## src/rtl/core/grl_pkg.sv

```systemverilog
`timescale 1ns / 1ps

package grl_pkg;

	localparam int CFG_W      = 11;
	localparam int IDX_W      = 10;
	localparam int DATA_W     = 32;
	localparam int FIELDS     = 4;
	localparam int RADIX_BITS = 4;

	localparam logic [1:0] STATUS_STORED   = 2'd0;
	localparam logic [1:0] STATUS_COMPUTED = 2'd1;
	localparam logic [1:0] STATUS_RANGE    = 2'd2;

	localparam logic REG_SOURCE_POINTS = 1'b0;
	localparam logic REG_TARGET_POINTS = 1'b1;

	localparam logic ACT_STORE   = 1'b0;
	localparam logic ACT_COMPUTE = 1'b1;

	typedef enum logic [4:0] {
		ST_IDLE,
		ST_P_MUL,
		ST_P_DIV,
		ST_P_WAIT,
		ST_Q_MUL,
		ST_Q_DIV,
		ST_Q_WAIT,
		ST_R_MUL,
		ST_R_DIV,
		ST_R_WAIT,
		ST_WEIGHT,
		ST_RD0,
		ST_RD1,
		ST_RD2,
		ST_F_MUL0,
		ST_F_MUL1,
		ST_F_ADD,
		ST_F_ABS,
		ST_F_DIV,
		ST_F_WAIT
	} state_t;

	typedef struct packed {
		logic              start;
		logic [CFG_W-1:0]  rem_init;
		logic [DATA_W-1:0] dividend;
		logic [CFG_W-1:0]  divisor;
	} div_req_t;

	typedef struct packed {
		logic              busy;
		logic              done;
		logic [DATA_W-1:0] quotient;
	} div_rsp_t;

endpackage

```

## src/rtl/core/grl_div.sv

```systemverilog
`timescale 1ns / 1ps

module grl_div (
	input  logic              clk,
	input  logic              arst_n,
	input  grl_pkg::div_req_t req,
	output grl_pkg::div_rsp_t rsp
);

	localparam int CW    = grl_pkg::CFG_W;
	localparam int DW    = grl_pkg::DATA_W;
	localparam int RB    = grl_pkg::RADIX_BITS;
	localparam int STEPS = grl_pkg::DATA_W / grl_pkg::RADIX_BITS;
	localparam int CNT_W = $clog2(STEPS + 1);

	logic [CW-1:0]    rem_q;
	logic [DW-1:0]    bits_q;
	logic [CW-1:0]    dvs_q;
	logic [CNT_W-1:0] cnt_q;
	logic             busy_q;
	logic             done_q;
	logic [CW-1:0]    rem_nx;
	logic [DW-1:0]    bits_nx;

	// RB restoring steps per cycle while busy; remainder always stays below the divisor
	always_comb begin
		logic [CW:0] cand;
		logic        qbit;
		rem_nx  = rem_q;
		bits_nx = bits_q;
		for (int k = 0; k < RB; k++) begin
			cand = {rem_nx, bits_nx[DW-1]};
			qbit = (cand >= {1'b0, dvs_q});
			if (qbit) begin
				cand = cand - {1'b0, dvs_q};
			end
			rem_nx  = cand[CW-1:0];
			bits_nx = {bits_nx[DW-2:0], qbit};
		end
	end

	always_ff @(posedge clk or negedge arst_n) begin
		if (!arst_n) begin
			busy_q <= 1'b0;
			done_q <= 1'b0;
			cnt_q  <= '0;
		end else begin
			done_q <= 1'b0;
			if (req.start) begin
				busy_q <= 1'b1;
				cnt_q  <= CNT_W'(STEPS);
			end else if (busy_q) begin
				cnt_q <= cnt_q - CNT_W'(1);
				if (cnt_q == CNT_W'(1)) begin
					busy_q <= 1'b0;
					done_q <= 1'b1;
				end
			end
		end
	end

	always_ff @(posedge clk) begin
		if (req.start) begin
			rem_q  <= req.rem_init;
			bits_q <= req.dividend;
			dvs_q  <= req.divisor;
		end else if (busy_q) begin
			rem_q  <= rem_nx;
			bits_q <= bits_nx;
		end
	end

	assign rsp.busy     = busy_q;
	assign rsp.done     = done_q;
	assign rsp.quotient = bits_q;

endmodule

```

## config.mk

```make
export PLATFORM = sky130hd
export DESIGN_NAME = grl_div
export DESIGN_NICKNAME = d
export VERILOG_FILES = /design/src/rtl/core/grl_pkg.sv /design/src/rtl/core/grl_div.sv
export SDC_FILE = /design/constraint.sdc
export NUM_CORES = 1
export LEC_CHECK = 0
export ABC_AREA = 1
export BUFFER_PORTS_ARGS = -buffer_cell sky130_fd_sc_hd__buf_2
export CAP_MARGIN = 40
export CORE_MARGIN = 2
export CORE_UTILIZATION = 52
export DETAILED_ROUTE_END_ITERATION = 10
export PLACE_DENSITY = 0.85
export SLEW_MARGIN = 20
export SYNTH_ARGS = -nofsm -noshare
export SYNTH_HDL_FRONTEND = slang
export SYNTH_SLANG_ARGS = --single-unit
```

## constraint.sdc

```tcl
create_clock -name clk -period 6.69 [get_ports clk]
set_input_delay 0.3345 -clock clk [delete_from_list [all_inputs] [get_ports clk]]
set_output_delay 0.3345 -clock clk [all_outputs]
set_load 0.02 [all_outputs]
```

=== Word-level counts from Yosys, hierarchy flattened ===
Cells that the tools add are included.

* Word-level logic and storage cells: 33
* Flip-flop bits (word level): 60
* Bits of input ports: 57

* Mux-type cells: 16
* Equal/unequal tests: 1
* Magnitude comparators: 4
* Reductions and logical operators: 1
* $add $sub $neg: 5

{| class="wikitable"
|+ Operator list
! cell !! count
|-
| 11-bit 2-to-1 mux || 6
|-
| 32-bit 2-to-1 mux || 2
|-
| 12-bit by 11-bit greater-or-equal comparator with 1-bit output || 4
|-
| 11-bit subtractor || 4
|-
| 4-bit 2-to-1 mux || 2
|-
| 1-bit 2-to-1 mux || 6
|-
| 4-bit by 1-bit equality test with 1-bit output, second input constant || 1
|-
| 4-bit by 1-bit subtractor with 4-bit output, second input constant || 1
|-
| 2-bit nonzero test || 1
|}

=== Depth between registers and ports, before layout ===
* Depth after elaboration: 10
* Depth in mapped cells: 52
* Depth with buffers taken out: 49

=== Least setup slack after synthesis ===
OpenSTA, ideal clock, no wires.

* Path kind: reg-to-reg
* Start: reg bits_q[31]
* End: reg rem_q[9], data pin
* Data arrival time: 6615 ps
* Data required time: 6436 ps
* Buffers on the path: 5
* Setup slack: -178 ps
* Library setup time: 254 ps
* Stages on the path, launching flop included: 50
* Cells stage by stage: edfxtp_1 > inv_1 > ha_1 > fa_1 > inv_1 > nand3_1 > nand2_1 > nand3_1 > nand4_2 > buf_4 > nand2_1 > o21ai_0 > inv_1 > ha_1 > inv_1 > o21bai_1 > a21boi_0 > nand3_1 > [14 not listed] > nand2_2 > nor2_2 > buf_6 > nand2_1 > nand2_1 > inv_1 > fa_1 > o21ai_0 > a21oi_1 > o21ai_0 > nand2_1 > nand3_1 > inv_1 > nand3_2 > buf_6 > nand2_2 > nand3_1 > nand2_1

* Word-level cells in the longest chain between the ends: 10
* Elaborated cells on any way between the ends: 14
* Those cells by class: add/sub (4); order compare (4); mux (6)

{| class="wikitable"
|+ Ends and longest elaborated chain
! what !! RTL line !! text
|-
| start: declaration || grl_div.sv:17 || <nowiki>logic [DW-1:0] bits_q;</nowiki>
|-
| start signal: assignment || grl_div.sv:65 || <nowiki>bits_q <= req.dividend;</nowiki>
|-
| start signal: assignment || grl_div.sv:69 || <nowiki>bits_q <= bits_nx;</nowiki>
|-
| 11-bit subtractor / 12-bit by 11-bit greater-or-equal comparator with 1-bit output (equally long branches) || grl_div.sv:35, grl_div.sv:33 ||
|-
| 11-bit 2-to-1 mux (*) || grl_div.sv:34 || <nowiki>if (qbit) begin</nowiki>
|-
| 11-bit subtractor / 12-bit by 11-bit greater-or-equal comparator with 1-bit output (equally long branches) || grl_div.sv:35, grl_div.sv:33 ||
|-
| 11-bit 2-to-1 mux (*) || grl_div.sv:34 ||
|-
| 11-bit subtractor / 12-bit by 11-bit greater-or-equal comparator with 1-bit output (equally long branches) || grl_div.sv:35, grl_div.sv:33 ||
|-
| 11-bit 2-to-1 mux (*) || grl_div.sv:34 ||
|-
| 11-bit subtractor / 12-bit by 11-bit greater-or-equal comparator with 1-bit output (equally long branches) || grl_div.sv:35, grl_div.sv:33 ||
|-
| 11-bit 2-to-1 mux (*) || grl_div.sv:34 ||
|-
| 11-bit 2-to-1 mux (*) || grl_div.sv:67 || <nowiki>end else if (busy_q) begin</nowiki>
|-
| 11-bit 2-to-1 mux (*) || grl_div.sv:63 || <nowiki>if (req.start) begin</nowiki>
|-
| end signal: assignment || grl_div.sv:64 || <nowiki>rem_q <= req.rem_init;</nowiki>
|-
| end signal: assignment || grl_div.sv:68 || <nowiki>rem_q <= rem_nx;</nowiki>
|-
| end: declaration || grl_div.sv:16 || <nowiki>logic [CW-1:0] rem_q;</nowiki>
|}

Every way passes the cells marked *; elsewhere a longest branch is shown, timed or not. The select of a mux whose other input is x is not followed.
A chain may end at the register's enable or synchronous reset.

=== Worst setup path in the final report ===
* Start: reg dvs_q[3]
* End: reg rem_q[4], data pin

* Word-level cells in the longest chain between the ends: 10
* Elaborated cells on any way between the ends: 14
* Those cells by class: add/sub (4); order compare (4); mux (6)

{| class="wikitable"
|+ Ends and longest elaborated chain
! what !! RTL line !! text
|-
| start: declaration || grl_div.sv:18 || <nowiki>logic [CW-1:0] dvs_q;</nowiki>
|-
| start signal: assignment || grl_div.sv:66 || <nowiki>dvs_q <= req.divisor;</nowiki>
|-
| 11-bit subtractor / 12-bit by 11-bit greater-or-equal comparator with 1-bit output (equally long branches) || grl_div.sv:35, grl_div.sv:33 ||
|-
| 11-bit 2-to-1 mux || grl_div.sv:34 ||
|-
| 11-bit subtractor / 12-bit by 11-bit greater-or-equal comparator with 1-bit output (equally long branches) || grl_div.sv:35, grl_div.sv:33 ||
|-
| 11-bit 2-to-1 mux || grl_div.sv:34 ||
|-
| 12-bit by 11-bit greater-or-equal comparator with 1-bit output / 11-bit subtractor (equally long branches) || grl_div.sv:33, grl_div.sv:35 ||
|-
| 11-bit 2-to-1 mux || grl_div.sv:34 ||
|-
| 11-bit subtractor / 12-bit by 11-bit greater-or-equal comparator with 1-bit output (equally long branches) || grl_div.sv:35, grl_div.sv:33 ||
|-
| 11-bit 2-to-1 mux (*) || grl_div.sv:34 ||
|-
| 11-bit 2-to-1 mux (*) || grl_div.sv:67 ||
|-
| 11-bit 2-to-1 mux (*) || grl_div.sv:63 ||
|}

Marked as above.

==> results.yml <==
cts:
  cts-buffers-inserted: 9
  clockBufferDepth: 2
  clk_latency_ps: 360
  clock-sinks: 60
  cts_root_buf: "clkbuf_8"
  clk_pin_slew_worst_paths_ps: 80
  clock_tree_from_tritoncts: "done"
  htree_num_levels: 3
synthesis:
  synthesis.area_um2: 5280
  yosysWarningCount: 0
  syn_inst: 716
  ys_ff_latch: 60
  synth.avg_cell_area_um2: 7.37
  postSynthNetCount: 823
  seq_area_frac_synth_pct: 33.6
  yosys.cell_types.count: 41
die:
  design.die.area_um2: 11000
  placement_rows: 36
  initial_core_util_pct: 53.7
  die_height_um: 105
  ioPinCount: 91
  dieWidth_um: 105
  coreArea_um2: 9820
place:
  place.port_buffers: 90
  dp.final_hpwl_um: 12600
  place.gp.congestion: 1.01
final_layout:
  antenna_cells_inserted: 0
  final_common_cell: "nand2_1"
  fin_util_pct: 80.3
  multiInputGateArea_um2: 3780
  mostFrequentLayoutCells: "nand2_1 (222), buf_4 (133), buf_2 (91), inv_1 (75), edfxtp_1 (54)"
  fill_cells: 524
  final_nets: 1055
  layout.area.seq_um2: 1770
  area_delta_synth_final_pct: 49.3
  post_route_cells_drive_above_1_share_pct: 42.8
sta:
  slew_headroom_pct: 57.6
  finalMaxSlewViolations: 0
  setup_viol: 12
  post-route-worst-setup-slack_ps: -600
  timing_worst_slew_pin_value_ps: 636
  post-route-period-util_pct: 109
  clock.fmax_mhz: 137
  period_minus_slack_ps: 7290
  timing.final.hold_violations: 0
  skew_ps: 19.1
job:
  total_of_max_cap_violations: 0
setup_path:
  critPathRequiredTime_ps: 6800
  worst_ep_arrival_time_ps: 7400
  most_frequent_cell_on_the_critical_path: "nand2_1"
  worst-path-max-fanout: 11
  crit_path_max_incr_delay_ps: 370
  timing.critical_path.to_type: "register"
  setup.worst_path.class: "reg2reg"
  cpMaxStageDelayCell: "edfxtp_1"
  crit_path_start_kind: "register"
drt:
  number_of_nets_still_failing_antenna_checks_after_routing: 0
  wl_per_cell_um: 21.3
  drt-total-wl_um: 23100
  avgViaCountPerCell: 6.15
  total_number_of_vias: 6671
  detail_route.iter0.violations: 956
  drt_drc_violations_left: 0
  detailedRoute.firstPassIterationCount: 6
global_routing:
  globalRouteOverflowTotal: 0
  grt_pass1_wl_um: 25200
  grt_antenna_before_repair: 0
  first_global_vias: 5315
  maximum_number_of_pins_on_one_net_before_global_route_repair: 61
  all_layer_global_routing_usage_pct: 29.2
hold_path:
  min_path_type: "in2reg"
run_status:
  failing_checks: "setup timing"
  outcome: "finished with violations"
[logic make-up after synthesis]
group,after synthesis,synth area share (%)
xor gates and xnor gates,30,4.98
AOI/OAI and AO/OA,86,9.03
adders and majority gates,50,12.4
buffers and inverters,115,8.91
DFF,60,33.6
and+or+nand+nor,375,31.1
[cells in the mapped netlist]
library cell / count / area (µm²)
edfxtp_1: 54 / 1620
o22ai_1: 1 / 6.26
a31oi_1: 1 / 6.26
nand4_1: 10 / 62.6
xnor2_1: 8 / 70.1
o21bai_1: 4 / 30.0
dfrtp_1: 6 / 150
inv_2: 1 / 3.75
ha_1: 46 / 576
nor2_4: 2 / 22.5
o21ai_1: 5 / 25.0
a21boi_0: 2 / 15.0
o21ai_0: 32 / 160
clkinv_1: 1 / 3.75
or2_2: 2 / 12.5
nand3_1: 43 / 215
nand3_2: 6 / 60.1
and2_1: 1 / 6.26
o31ai_1: 1 / 7.51
fa_1: 4 / 80.1
o21ai_2: 1 / 8.76
nand4_2: 1 / 12.5
nor2_1: 35 / 131
buf_4: 3 / 22.5
inv_1: 95 / 357
nor4_1: 2 / 12.5
nand2_1: 246 / 923
a21oi_1: 32 / 160
buf_6: 3 / 33.8
a21oi_2: 2 / 17.5
nor3_1: 5 / 25.0
a21o_1: 2 / 15.0
nand3_4: 1 / 17.5
o211ai_1: 1 / 7.51
nor2_2: 2 / 12.5
xor2_1: 22 / 193
nand2_2: 13 / 81.3
clkbuf_1: 8 / 30.0
o2111ai_1: 2 / 17.5
nand3b_1: 6 / 45.0
buf_2: 4 / 20.0
[final cells by class]
type	count	share of cell area [%]
clock buffers	10	1.62
clock inverters	5	0.683
inverters	97	4.65
multi-input cells	543	47.9
flip-flops and latches	60	22.5
well taps	133	2.11
repair buffers	237	20.5
[state kept, by name, indices dropped and copies added, names as in the netlist]
| name | count |
|---|---|
| bits_q | 32 |
| dvs_q | 11 |
| rem_q | 11 |
| cnt_q | 4 |
| busy_q | 1 |
| done_q | 1 |
[worst max-delay path, delay by kind of cell (launching register included)]
family | cells | cell delay, ps
and+or+nand+nor | 23 | 2660
AOI/OAI and AO/OA | 9 | 1710
adders and majority gates | 4 | 1290
buffers and inverters | 7 | 990
DFF | 1 | 370
[final timing paths]
path / from / to / slack [ps] / depth (start not counted)
max: dvs_q[3] / rem_q[4] / -600 / 43
min: req[10] / dvs_q[10] / 150 / 1
max reg2reg: dvs_q[3] / rem_q[4] / -600 / 43
min reg2reg: cnt_q[2] / done_q / 510 / 1
max in group asynchronous: arst_n / cnt_q[3] / 6220 / 2
min in group asynchronous: arst_n / busy_q / 330 / 2
[stage by stage]
| stage | setup WS (ps) | setup TNS [ps] | hold slack (ps) | std cells | area, µm² |
|---|---|---|---|---|---|
| global placement | -55.4 | -78.0 | 165 | 1039 | 6680 |
| CTS | 3.51 | 0 | 145 | 1060 | 6980 |
| floorplan | 25.8 | 0 | 38.9 | 716 | 5280 |
| finish | -600 | -6420 | 146 | 1085 | 7880 |
| global route | -693 | -7890 | 145 | 1085 | 7880 |
| detailed placement | -215 | -1680 | 166 | 1040 | 6700 |
[layer usage]
layer | up-vias | GRT usage (%) | part of all wire, %
met5 | - | 0 | 0
met4 | 0 | 10.2 | 9.3
met3 | 224 | 5.93 | 12
met2 | 636 | 48.7 | 45
met1 | 3006 | 37.6 | 34
li1 | 2805 | - | -
[repair_timing]
item                       in CTS  in global routing
gates cloned                    1                  3
hold endpoints to repair        6                  0
hold buffers                    1                  0
pin swaps                       0                 49
setup endpoints to repair      12                 12
setup buffers                   3                 21
resized for setup              15                161
Power is not shown: default switching activity piles up to over one toggle a cycle in this logic, so the estimate is an artifact.
